## src/rtl/core/apg_pkg.sv

```systemverilog
// Shared widths, queue sizing and the command type of the partition generator.
package apg_pkg;

   // Fixed field widths of the request/response beats
   localparam int VALUE_W = 7;
   localparam int POS_W   = 6;

   // Command queue between front and back
   localparam int QUEUE_DEPTH = 2;
   localparam int Q_PTR_W     = $clog2(QUEUE_DEPTH);
   localparam int Q_CNT_W     = Q_PTR_W + 1;

   // One classified request as it travels from front to back
   typedef struct packed {
      logic restart;
   } cmd_type;

endpackage

```

## src/rtl/core/ascending_partition_generator_top.sv

```systemverilog
// Sequence: setup after acceptance (shorter when the inner loop resumes), the equal parts filled
//   one by one, one or two store writes, then one beat per part, each through the read stage and output register.
// Requests: one is worked at a time; the parts RAM has a single write port and a single read port.
// Reset: synchronous; total returns to 1, the generator to all ones, store valid
//   bits clear in the same cycle, and the command queue and output stage empty.
module ascending_partition_generator_top #(
   parameter int MAX_TOTAL = 64
) (
   input  logic                        clock,
   input  logic                        reset,
   input  logic                        csr_wr_en,
   input  logic [apg_pkg::VALUE_W-1:0] csr_wr_data,
   input  logic                        req_valid,
   output logic                        req_ready,
   input  logic                        req_restart,
   output logic                        rsp_valid,
   input  logic                        rsp_ready,
   output logic [apg_pkg::VALUE_W-1:0] rsp_part_value,
   output logic [apg_pkg::POS_W-1:0]   rsp_part_position,
   output logic                        rsp_last_part,
   output logic                        rsp_final_partition,
   output logic                        rsp_exhausted
);
   import apg_pkg::*;

   logic    q_valid;
   logic    q_pop;
   cmd_type q_item;

   // Intake and command queue
   apg_front u_front (
      .clock       (clock),
      .reset       (reset),
      .req_valid   (req_valid),
      .req_ready   (req_ready),
      .req_restart (req_restart),
      .q_valid     (q_valid),
      .q_item      (q_item),
      .q_pop       (q_pop)
   );

   // Generator and part streaming
   apg_back #(
      .MAX_TOTAL (MAX_TOTAL)
   ) u_back (
      .clock               (clock),
      .reset               (reset),
      .csr_wr_en           (csr_wr_en),
      .csr_wr_data         (csr_wr_data),
      .q_valid             (q_valid),
      .q_item              (q_item),
      .q_pop               (q_pop),
      .rsp_valid           (rsp_valid),
      .rsp_ready           (rsp_ready),
      .rsp_part_value      (rsp_part_value),
      .rsp_part_position   (rsp_part_position),
      .rsp_last_part       (rsp_last_part),
      .rsp_final_partition (rsp_final_partition),
      .rsp_exhausted       (rsp_exhausted)
   );

endmodule

```

## src/rtl/core/apg_ram.sv

```systemverilog
// Generic single-write, single-read RAM with registered read data.
module apg_ram #(
   parameter int WIDTH = 8,
   parameter int DEPTH = 16
) (
   input  logic                     clock,
   input  logic                     wr_en,
   input  logic [$clog2(DEPTH)-1:0] wr_addr,
   input  logic [WIDTH-1:0]         wr_data,
   input  logic                     rd_en,
   input  logic [$clog2(DEPTH)-1:0] rd_addr,
   output logic [WIDTH-1:0]         rd_data
);

   logic [WIDTH-1:0] mem_ff [DEPTH];
   logic [WIDTH-1:0] rd_data_ff;

   // Write port
   always_ff @(posedge clock) begin
      if (wr_en) begin
         mem_ff[wr_addr] <= wr_data;
      end
   end

   // Read port: hold the last word while the read enable is low
   always_ff @(posedge clock) begin
      if (rd_en) begin
         rd_data_ff <= mem_ff[rd_addr];
      end
   end

   assign rd_data = rd_data_ff;

endmodule

```

## src/rtl/core/apg_front.sv

```systemverilog
// Request intake: accepts beats, classifies them and queues them for the back end.
module apg_front (
   input  logic            clock,
   input  logic            reset,
   input  logic            req_valid,
   output logic            req_ready,
   input  logic            req_restart,
   output logic            q_valid,
   output apg_pkg::cmd_type q_item,
   input  logic            q_pop
);
   import apg_pkg::*;

   cmd_type              item_ff [QUEUE_DEPTH];
   logic [Q_PTR_W-1:0]   wr_ptr_ff, wr_ptr_in;
   logic [Q_PTR_W-1:0]   rd_ptr_ff, rd_ptr_in;
   logic [Q_CNT_W-1:0]   count_ff, count_in;
   logic                 push;
   cmd_type              new_item;

   // Accept while there is room in the queue
   assign req_ready = (count_ff != Q_CNT_W'(QUEUE_DEPTH));
   assign push      = req_valid && req_ready;
   assign q_valid   = (count_ff != '0);
   assign q_item    = item_ff[rd_ptr_ff];

   // Classify the beat
   always_comb begin
      new_item         = '0;
      new_item.restart = req_restart;
   end

   // Advance pointers and fill count
   always_comb begin
      wr_ptr_in = wr_ptr_ff;
      rd_ptr_in = rd_ptr_ff;
      count_in  = count_ff;
      if (push) begin
         wr_ptr_in = (wr_ptr_ff == Q_PTR_W'(QUEUE_DEPTH - 1)) ? '0 : wr_ptr_ff + 1'b1;
      end
      if (q_pop) begin
         rd_ptr_in = (rd_ptr_ff == Q_PTR_W'(QUEUE_DEPTH - 1)) ? '0 : rd_ptr_ff + 1'b1;
      end
      if (push && !q_pop) begin
         count_in = count_ff + 1'b1;
      end else if (!push && q_pop) begin
         count_in = count_ff - 1'b1;
      end
   end

   always_ff @(posedge clock) begin
      if (reset) begin
         wr_ptr_ff <= '0;
         rd_ptr_ff <= '0;
         count_ff  <= '0;
      end else begin
         wr_ptr_ff <= wr_ptr_in;
         rd_ptr_ff <= rd_ptr_in;
         count_ff  <= count_in;
      end
   end

   // Store the queued command
   always_ff @(posedge clock) begin
      if (push) begin
         item_ff[wr_ptr_ff] <= new_item;
      end
   end

   a_count_bound: assert property (@(posedge clock) disable iff (reset)
      count_ff <= Q_CNT_W'(QUEUE_DEPTH))
      else $error("command queue overfilled");

   a_pop_nonempty: assert property (@(posedge clock) disable iff (reset)
      q_pop |-> count_ff != '0)
      else $error("pop from empty command queue");

   a_push_count: assert property (@(posedge clock) disable iff (reset)
      push && !q_pop |=> count_ff == $past(count_ff) + 1'b1)
      else $error("command queue count did not advance on push");

endmodule

```

## src/rtl/core/apg_back.sv

```systemverilog
// Generator back end: runs the ascending-composition steps on the parts RAM and
// streams the resulting partition one part per beat.
module apg_back #(
   parameter int MAX_TOTAL = 64
) (
   input  logic                        clock,
   input  logic                        reset,
   input  logic                        csr_wr_en,
   input  logic [apg_pkg::VALUE_W-1:0] csr_wr_data,
   input  logic                        q_valid,
   input  apg_pkg::cmd_type            q_item,
   output logic                        q_pop,
   output logic                        rsp_valid,
   input  logic                        rsp_ready,
   output logic [apg_pkg::VALUE_W-1:0] rsp_part_value,
   output logic [apg_pkg::POS_W-1:0]   rsp_part_position,
   output logic                        rsp_last_part,
   output logic                        rsp_final_partition,
   output logic                        rsp_exhausted
);
   import apg_pkg::*;

   localparam int STORE_DEPTH = MAX_TOTAL + 1;
   localparam int ADDR_W      = $clog2(STORE_DEPTH);
   localparam logic [VALUE_W-1:0] MAX_V   = VALUE_W'(MAX_TOTAL);
   localparam logic [VALUE_W:0]   DEPTH_W = (VALUE_W + 1)'(STORE_DEPTH);

   typedef enum logic [7:0] {
      S_IDLE   = 8'b0000_0001,
      S_DECIDE = 8'b0000_0010,
      S_FETCH  = 8'b0000_0100,
      S_LOOP   = 8'b0000_1000,
      S_TAIL   = 8'b0001_0000,
      S_TAIL2  = 8'b0010_0000,
      S_EMIT   = 8'b0100_0000,
      S_EXH    = 8'b1000_0000
   } state_type;

   state_type            state_ff, state_in;
   logic [VALUE_W-1:0]   total_ff, total_in;
   logic [VALUE_W-1:0]   level_ff, level_in;
   logic [VALUE_W-1:0]   low_ff, low_in;
   logic [VALUE_W-1:0]   rem_ff, rem_in;
   logic                 inner_ff, inner_in;
   logic                 finished_ff, finished_in;
   logic [STORE_DEPTH-1:0] valid_ff, valid_in;
   logic [VALUE_W:0]     x_ff, x_in;
   logic [VALUE_W-1:0]   y_ff, y_in;
   logic [VALUE_W-1:0]   k_ff, k_in;
   logic [VALUE_W-1:0]   cnt_ff, cnt_in;
   logic [VALUE_W-1:0]   ptr_ff, ptr_in;
   logic                 fin_run_ff, fin_run_in;
   logic                 rd_hit_ff, rd_hit_in;

   logic                 s1_valid_ff, s1_valid_in;
   logic [POS_W-1:0]     s1_pos_ff, s1_pos_in;
   logic                 s1_last_ff, s1_last_in;
   logic                 s1_final_ff, s1_final_in;
   logic                 s1_exh_ff, s1_exh_in;

   logic                 out_valid_ff, out_valid_in;
   logic [VALUE_W-1:0]   out_value_ff;
   logic [POS_W-1:0]     out_pos_ff;
   logic                 out_last_ff, out_final_ff, out_exh_ff;

   logic                 s1_move, s1_free, issue;
   logic                 begin_run;
   logic [VALUE_W-1:0]   begin_total;
   logic                 wr_req, ram_we, ram_re;
   logic [VALUE_W:0]     wr_addr_full;
   logic [VALUE_W-1:0]   wr_data;
   logic [VALUE_W-1:0]   rd_addr_full;
   logic                 rd_in_range;
   logic [VALUE_W-1:0]   ram_rdata, rd_val;
   logic [VALUE_W-1:0]   sat_total;
   logic [VALUE_W+1:0]   sum_xy;
   logic [VALUE_W:0]     run_len;
   logic [VALUE_W:0]     k_plus1;

   // Saturate the written total into 1..MAX_TOTAL
   always_comb begin
      if (csr_wr_data == '0) begin
         sat_total = VALUE_W'(1);
      end else if (csr_wr_data > MAX_V) begin
         sat_total = MAX_V;
      end else begin
         sat_total = csr_wr_data;
      end
   end

   // Output stage handshake
   assign s1_move = s1_valid_ff && (!out_valid_ff || rsp_ready);
   assign s1_free = !s1_valid_ff || s1_move;
   assign issue   = (state_ff == S_EMIT) && (ptr_ff < cnt_ff) && s1_free;

   assign rd_val  = rd_hit_ff ? ram_rdata : '0;
   assign sum_xy  = {1'b0, x_ff} + {2'b00, y_ff};
   assign k_plus1 = {1'b0, k_ff} + 1'b1;

   // Sequencer
   always_comb begin
      state_in     = state_ff;
      total_in     = total_ff;
      level_in     = level_ff;
      low_in       = low_ff;
      rem_in       = rem_ff;
      inner_in     = inner_ff;
      finished_in  = finished_ff;
      x_in         = x_ff;
      y_in         = y_ff;
      k_in         = k_ff;
      cnt_in       = cnt_ff;
      ptr_in       = ptr_ff;
      fin_run_in   = fin_run_ff;
      q_pop        = 1'b0;
      begin_run    = 1'b0;
      begin_total  = total_ff;
      wr_req       = 1'b0;
      wr_addr_full = {1'b0, k_ff};
      wr_data      = x_ff[VALUE_W-1:0];
      rd_addr_full = ptr_ff;
      ram_re       = 1'b0;
      run_len      = '0;

      // Configuration write restarts from the new total
      if (csr_wr_en) begin
         total_in    = sat_total;
         begin_run   = 1'b1;
         begin_total = sat_total;
      end

      unique case (state_ff)
         S_IDLE: begin
            if (q_valid) begin
               q_pop    = 1'b1;
               state_in = S_DECIDE;
               if (q_item.restart) begin
                  begin_run = 1'b1;
               end
            end
         end
         S_DECIDE: begin
            if (finished_ff || level_ff == '0) begin
               state_in = S_EXH;
            end else if (inner_ff) begin
               x_in     = {1'b0, low_ff};
               y_in     = rem_ff;
               k_in     = level_ff;
               state_in = S_TAIL;
            end else begin
               // Fetch the last fixed part
               rd_addr_full = level_ff - 1'b1;
               ram_re       = 1'b1;
               y_in         = rem_ff;
               k_in         = level_ff - 1'b1;
               state_in     = S_FETCH;
            end
         end
         S_FETCH: begin
            x_in     = {1'b0, rd_val} + 1'b1;
            inner_in = 1'b1;
            state_in = S_LOOP;
         end
         S_LOOP: begin
            // Fill equal parts while twice the part still fits
            if (({x_ff, 1'b0} <= {2'b00, y_ff}) && ({1'b0, k_ff} < DEPTH_W)) begin
               wr_req       = 1'b1;
               wr_addr_full = {1'b0, k_ff};
               wr_data      = x_ff[VALUE_W-1:0];
               y_in         = y_ff - x_ff[VALUE_W-1:0];
               k_in         = k_ff + 1'b1;
            end else begin
               state_in = S_TAIL;
            end
         end
         S_TAIL: begin
            wr_req       = 1'b1;
            wr_addr_full = {1'b0, k_ff};
            level_in     = k_ff;
            ptr_in       = '0;
            if ({1'b0, y_ff} >= x_ff) begin
               wr_data    = x_ff[VALUE_W-1:0];
               low_in     = x_ff[VALUE_W-1:0] + 1'b1;
               rem_in     = y_ff - 1'b1;
               fin_run_in = 1'b0;
               run_len    = {1'b0, k_ff} + (VALUE_W + 1)'(2);
               state_in   = S_TAIL2;
            end else begin
               wr_data     = sum_xy[VALUE_W-1:0];
               rem_in      = sum_xy[VALUE_W-1:0] - 1'b1;
               low_in      = x_ff[VALUE_W-1:0];
               inner_in    = 1'b0;
               finished_in = (k_ff == '0);
               fin_run_in  = (k_ff == '0);
               run_len     = k_plus1;
               state_in    = S_EMIT;
            end
            if (run_len > {1'b0, MAX_V}) begin
               cnt_in = MAX_V;
            end else begin
               cnt_in = run_len[VALUE_W-1:0];
            end
         end
         S_TAIL2: begin
            wr_req       = 1'b1;
            wr_addr_full = k_plus1;
            wr_data      = y_ff;
            state_in     = S_EMIT;
         end
         S_EMIT: begin
            if (issue) begin
               ram_re       = 1'b1;
               rd_addr_full = ptr_ff;
               ptr_in       = ptr_ff + 1'b1;
            end
            // Drop back once the last part has left the read stage
            if (ptr_ff == cnt_ff && (!s1_valid_ff || s1_move)) begin
               state_in = S_IDLE;
            end
         end
         S_EXH: begin
            if (s1_free) begin
               state_in = S_IDLE;
            end
         end
         default: begin
            state_in = S_IDLE;
         end
      endcase

      // Reset the generator to the first partition
      if (begin_run) begin
         level_in    = VALUE_W'(1);
         low_in      = '0;
         rem_in      = begin_total - 1'b1;
         inner_in    = 1'b0;
         finished_in = 1'b0;
      end
   end

   // RAM port qualification and valid bits
   assign ram_we      = wr_req && (wr_addr_full < DEPTH_W);
   assign rd_in_range = ({1'b0, rd_addr_full} < DEPTH_W);
   assign rd_hit_in   = rd_in_range && valid_ff[rd_addr_full[ADDR_W-1:0]];

   always_comb begin
      valid_in = valid_ff;
      if (begin_run) begin
         valid_in = '0;
      end else if (ram_we) begin
         valid_in[wr_addr_full[ADDR_W-1:0]] = 1'b1;
      end
   end

   // Read stage and output register
   always_comb begin
      s1_valid_in = s1_valid_ff;
      s1_pos_in   = s1_pos_ff;
      s1_last_in  = s1_last_ff;
      s1_final_in = s1_final_ff;
      s1_exh_in   = s1_exh_ff;
      if (issue) begin
         s1_valid_in = 1'b1;
         s1_pos_in   = ptr_ff[POS_W-1:0];
         s1_last_in  = (ptr_ff + 1'b1 == cnt_ff);
         s1_final_in = fin_run_ff;
         s1_exh_in   = 1'b0;
      end else if (state_ff == S_EXH && s1_free) begin
         s1_valid_in = 1'b1;
         s1_pos_in   = '0;
         s1_last_in  = 1'b1;
         s1_final_in = 1'b0;
         s1_exh_in   = 1'b1;
      end else if (s1_move) begin
         s1_valid_in = 1'b0;
      end

      out_valid_in = out_valid_ff;
      if (s1_move) begin
         out_valid_in = 1'b1;
      end else if (rsp_ready) begin
         out_valid_in = 1'b0;
      end
   end

   always_ff @(posedge clock) begin
      if (reset) begin
         state_ff     <= S_IDLE;
         total_ff     <= VALUE_W'(1);
         level_ff     <= VALUE_W'(1);
         low_ff       <= '0;
         rem_ff       <= '0;
         inner_ff     <= 1'b0;
         finished_ff  <= 1'b0;
         valid_ff     <= '0;
         cnt_ff       <= '0;
         ptr_ff       <= '0;
         s1_valid_ff  <= 1'b0;
         out_valid_ff <= 1'b0;
      end else begin
         state_ff     <= state_in;
         total_ff     <= total_in;
         level_ff     <= level_in;
         low_ff       <= low_in;
         rem_ff       <= rem_in;
         inner_ff     <= inner_in;
         finished_ff  <= finished_in;
         valid_ff     <= valid_in;
         cnt_ff       <= cnt_in;
         ptr_ff       <= ptr_in;
         s1_valid_ff  <= s1_valid_in;
         out_valid_ff <= out_valid_in;
      end
   end

   // Payload registers
   always_ff @(posedge clock) begin
      x_ff        <= x_in;
      y_ff        <= y_in;
      k_ff        <= k_in;
      fin_run_ff  <= fin_run_in;
      s1_pos_ff   <= s1_pos_in;
      s1_last_ff  <= s1_last_in;
      s1_final_ff <= s1_final_in;
      s1_exh_ff   <= s1_exh_in;
      if (ram_re) begin
         rd_hit_ff <= rd_hit_in;
      end
      if (s1_move) begin
         out_value_ff <= s1_exh_ff ? '0 : rd_val;
         out_pos_ff   <= s1_pos_ff;
         out_last_ff  <= s1_last_ff;
         out_final_ff <= s1_final_ff;
         out_exh_ff   <= s1_exh_ff;
      end
   end

   apg_ram #(
      .WIDTH (VALUE_W),
      .DEPTH (STORE_DEPTH)
   ) u_parts_ram (
      .clock   (clock),
      .wr_en   (ram_we),
      .wr_addr (wr_addr_full[ADDR_W-1:0]),
      .wr_data (wr_data),
      .rd_en   (ram_re),
      .rd_addr (rd_addr_full[ADDR_W-1:0]),
      .rd_data (ram_rdata)
   );

   assign rsp_valid           = out_valid_ff;
   assign rsp_part_value      = out_value_ff;
   assign rsp_part_position   = out_pos_ff;
   assign rsp_last_part       = out_last_ff;
   assign rsp_final_partition = out_final_ff;
   assign rsp_exhausted       = out_exh_ff;

   a_fetch_clear: assert property (@(posedge clock) disable iff (reset)
      state_ff == S_FETCH |-> !s1_valid_ff || s1_exh_ff)
      else $error("part fetch would clobber a pending read beat");

   a_ptr_bound: assert property (@(posedge clock) disable iff (reset)
      state_ff == S_EMIT |-> ptr_ff <= cnt_ff)
      else $error("emit pointer ran past run length");

   a_s1_hold: assert property (@(posedge clock) disable iff (reset)
      s1_valid_ff && !s1_move |=> s1_valid_ff && $stable(s1_pos_ff))
      else $error("read stage overwritten while stalled");

   a_exh_shape: assert property (@(posedge clock) disable iff (reset)
      out_valid_ff && out_exh_ff |-> out_last_ff && !out_final_ff)
      else $error("exhausted beat with wrong run flags");

endmodule

```

## config.mk

```make
export PLATFORM = sky130hd
export DESIGN_NAME = ascending_partition_generator_top
export DESIGN_NICKNAME = d
export VERILOG_FILES = /design/src/rtl/core/apg_pkg.sv /design/src/rtl/core/ascending_partition_generator_top.sv /design/src/rtl/core/apg_ram.sv /design/src/rtl/core/apg_front.sv /design/src/rtl/core/apg_back.sv
export SDC_FILE = /design/constraint.sdc
export NUM_CORES = 1
export LEC_CHECK = 0
export ABC_AREA = 1
export BUFFER_PORTS_ARGS = -buffer_cell sky130_fd_sc_hd__buf_2
export CELL_PAD_IN_SITES_DETAIL_PLACEMENT = 0
export CELL_PAD_IN_SITES_GLOBAL_PLACEMENT = 1
export CORE_ASPECT_RATIO = 1.1
export CORE_MARGIN = 3
export CORE_UTILIZATION = 54
export CTS_CLUSTER_SIZE = 25
export DETAILED_ROUTE_END_ITERATION = 16
export GPL_ROUTABILITY_DRIVEN = 0
export HOLD_SLACK_MARGIN = 0.05
export PLACE_DENSITY_LB_ADDON = 0.1
export SYNTH_ARGS = -nofsm -noshare
export SYNTH_HDL_FRONTEND = slang
export SYNTH_SLANG_ARGS = --single-unit
```

## constraint.sdc

```tcl
create_clock -name clock -period 7.36 [get_ports clock]
set_clock_uncertainty 0.15 [all_clocks]
set_input_delay 0.368 -clock clock [delete_from_list [all_inputs] [get_ports clock]]
set_output_delay 0.368 -clock clock [all_outputs]
set_load 0.1 [all_outputs]
```

==> run_results.csv <==
group,metric,value,unit
floorplanning,io_pins,31,
sta,drv_slew,0,
clock_tree,cts_inserted_buffers,67,
clock_tree,ctsHoldBuffers,13,
floorplanning,die_w,230,um
critical_path,cp.required,7500,ps
cells_and_area,nets,3194,
global_route,grt_max_degree,149,
detailed_routing,first_iter_violations,2085,
detailed_routing,met1_length,34.0,mm
detailed_routing,route.met2.wl,37.8,mm
critical_path,cpMostUsedCell,"nand2_1",
synth,yosysSeqAreaShare,60.0,%
critical_path,max_stage_delay,650,ps
detailed_routing,dr.pass1.iters,6,
sta,fmax,0.203,GHz
critical_path,crit_path_start_kind,"flip-flop",
critical_path,setup.worst_path.end_class,"flip-flop",
detailed_routing,antenna_left,0,
floorplanning,die_h,252,um
detailed_routing,wirelength,79.9,mm
sta,fin_ws,2430,ps
place,place_ws,2380,ps
floorplanning,initial_core_util,55.1,%
sta,relSlewSlack,9.25,%
place,dpl.hpwl,48.0,mm
cells_and_area,layout_commonest_cell,"nand2_1",
synth,synth_ff_type,"edfxtp_1",
critical_path,crit_chain,"ha_1 > fa_1 > o21ai_1 > o21bai_1 > nand2_1 > inv_1 > nand2_1 > nand2_1 > o221ai_4 > buf_4",
critical_path,crit_type,"reg2reg",
sta,finalCritPeriodShare,67.0,%
detailed_routing,drcViolationCount,0,
detailed_routing,highest_layer,"met4",
detailed_routing,route.detailed.wl_per_inst,20.4,um
clock_tree,clock_latency,600,ps
cells_and_area,final_cells,3922,
clock_tree,post_cts_buffers,0,
sta,rsz0062_at_grt,"false",
power,power_per_cell_area,254,mW/mm^2
critical_path,crit_arrival,5070,ps
synth,synthArstFlopShare,0,%
global_route,grt_pass1_wl,123,mm
global_route,antenna_found_initial,0,
clock_tree,cts_resized,0,
synth,synth-seq-cells,637,
synth,syn_inst,3155,
clock_tree,cts_tree,"done",
global_route,grt_pass1_vias,21384,
cells_and_area,n_antenna_cell,0,
synth,synth_warnings,0,
clock_tree,cts_buffer_depth,3,
floorplanning,coreArea,0.0541,sq mm
synth,yosysUniqueCellTypes,56,
cells_and_area,multi_input_area,0.00974,sq mm
detailed_routing,wl_met3,5.65,mm
floorplanning,row_count,89,
synth,synth.net_count,3207,
sta,worst_slew_pin_slew,1360,ps
synth,syn_area_per_cell,9.45,sq um
power,power_leakage,13.4,nW
sta,final_hold_viol_count,0,
clock_tree,path_clk_slew,60,ps
worst_hold_path,hp-class,"in2reg",
flow_run,cap_viol_max_count,0,
cells_and_area,final_cell_mix,"673 x nand2_1, 512 x edfxtp_1, 502 x nand3_1, 394 x inv_1, 278 x nor2_1",
cells_and_area,fillers,4666,
power,vdd_drop_max,0.221,mV
synth,synth-edff-count,512,
critical_path,path_max_fanout,58,
detailed_routing,via_count,22143,
clock_tree,clock-root-buffer,"clkbuf_16",
run_status,status,"completed",
clock_tree,clock-sinks,637,
global_route,grt_overflow,0,
synth,synthesis.area,0.0298,sq mm
critical_path,critPathSlowestCell,"buf_4",
place,dp.cells,3788,
floorplanning,die_area,0.0581,sq mm
detailed_routing,via_per_inst,5.65,
place,port_buffers,30,
global_route,grtUsageTotal,27.6,%
cells_and_area,drive_gt1_share,7.39,%
sta,min_period,4930,ps
cells_and_area,register_area,0.0179,sq mm
sta,setup_viol,0,
sta,fin_hold_ws,86.8,ps
clock_tree,htreeDepth,3,
cells_and_area,utilization,60.7,%
cells_and_area,area_growth,10.1,%
sta,tns,0,ps
[power by group]
part,leakage [nW],internal [W],switching (W)
clock,1.08,0.00202,0.00137
combinational,6.61,0.000263,0.000735
sequential,5.71,0.00391,0.0000427
total,13.4,0.00619,0.00215
[state kept, by name, indices dropped and copies added, names as in the netlist, 2 cells and up, named ones only]
| signal | cells |
|---|---|
| u_back.k_ff | 7 |
| u_back.rsp_part_value | 7 |
| u_back.level_ff | 7 |
| u_back.low_ff | 7 |
| u_back.u_parts_ram.rd_data | 7 |
| u_back.cnt_ff | 7 |
| u_front.item_ff | 2 |
| u_back.y_ff | 7 |
| u_back.state_ff | 8 |
| u_back.x_ff | 8 |
| u_back.ptr_ff | 7 |
| u_back.total_ff | 7 |
| u_back.u_parts_ram.mem_ff | 455 |
| u_back.s1_pos_ff | 6 |
| u_back.rem_ff | 7 |
| u_back.rsp_part_position | 6 |
| u_front.count_ff | 2 |
| u_back.valid_ff | 65 |
[logic make-up (layout without fill, tap and decap cells)]
family | Yosys count | count (layout) | share of synthesized area [%]
AOI/OAI and AO/OA | 221 | 221 | 4.25
xor gates and xnor gates | 28 | 28 | 0.822
adders and majority gates | 39 | 39 | 1.69
buffers and inverters | 575 | 614 | 7.97
DFF | 637 | 637 | 60.0
muxes | 1 | 1 | 0.0378
and+or+nand+nor | 1654 | 1654 | 25.3
[cell usage after synthesis (16+ instances only)]
master,n,area (sq um)
nand3_1,502,2510
nand4_1,72,450
inv_2,16,60.1
xor2_1,24,210
nand3b_1,70,526
o21ai_0,63,315
o21ai_1,17,85.1
buf_2,79,395
buf_1,23,86.3
nor2_1,279,1050
dfxtp_1,125,2500
ha_1,37,463
clkbuf_1,34,128
nand2_1,675,2530
a21oi_1,83,415
edfxtp_1,512,15400
buf_4,22,165
inv_1,395,1480
[metal layers]
layer  up-vias  GRT usage (%)
li1      10554              -
met1     10675           37.3
met2       772           45.6
met3       142           4.05
met4         0           10.2
met5         -              0
[worst paths after layout]
check	startpoint	end	slack [ps]	cells after the start
max	u_back.x_ff[0]$_DFFE_PP_	u_back.u_parts_ram.mem_ff[46][4]$_DFFE_PP_	2430	10
min	csr_wr_data[6]	u_back.total_ff[6]$_SDFF_PP0_	90	4
max reg2reg	u_back.x_ff[0]$_DFFE_PP_	u_back.u_parts_ram.mem_ff[46][4]$_DFFE_PP_	2430	10
min reg2reg	u_back.s1_pos_ff[2]$_SDFFCE_PN0P_	u_back.rsp_part_position[2]$_DFFE_PP_	270	0
[worst max-delay path: cells and delay by family (launching register included)]
| family | cells | cell delay [ps] |
|---|---|---|
| fa+ha+maj | 2 | 670 |
| simple gates | 3 | 1250 |
| compound gates | 3 | 900 |
| flops | 1 | 520 |
| buf+inv | 2 | 1090 |
[stage by stage]
step	cell area (sq um)	power, W
after global placement	30500	0.00499
after global routing	32800	0.00866
after detailed placement	30500	0.00501
final	32800	0.00834
after floorplan	29800	0.00476
after CTS	32800	0.00839
[final cells by class]
cell class | instances | area share (%)
Tap cell | 728 | 2.77
Clock buffer | 99 | 5.97
Inverter | 412 | 4.71
Multi-Input combinational cell | 1943 | 29.6
Sequential cell | 637 | 54.4
Timing Repair Buffer | 81 | 1.72
Clock inverter | 22 | 0.743
Note: power is estimated with default switching activity, not from simulation.
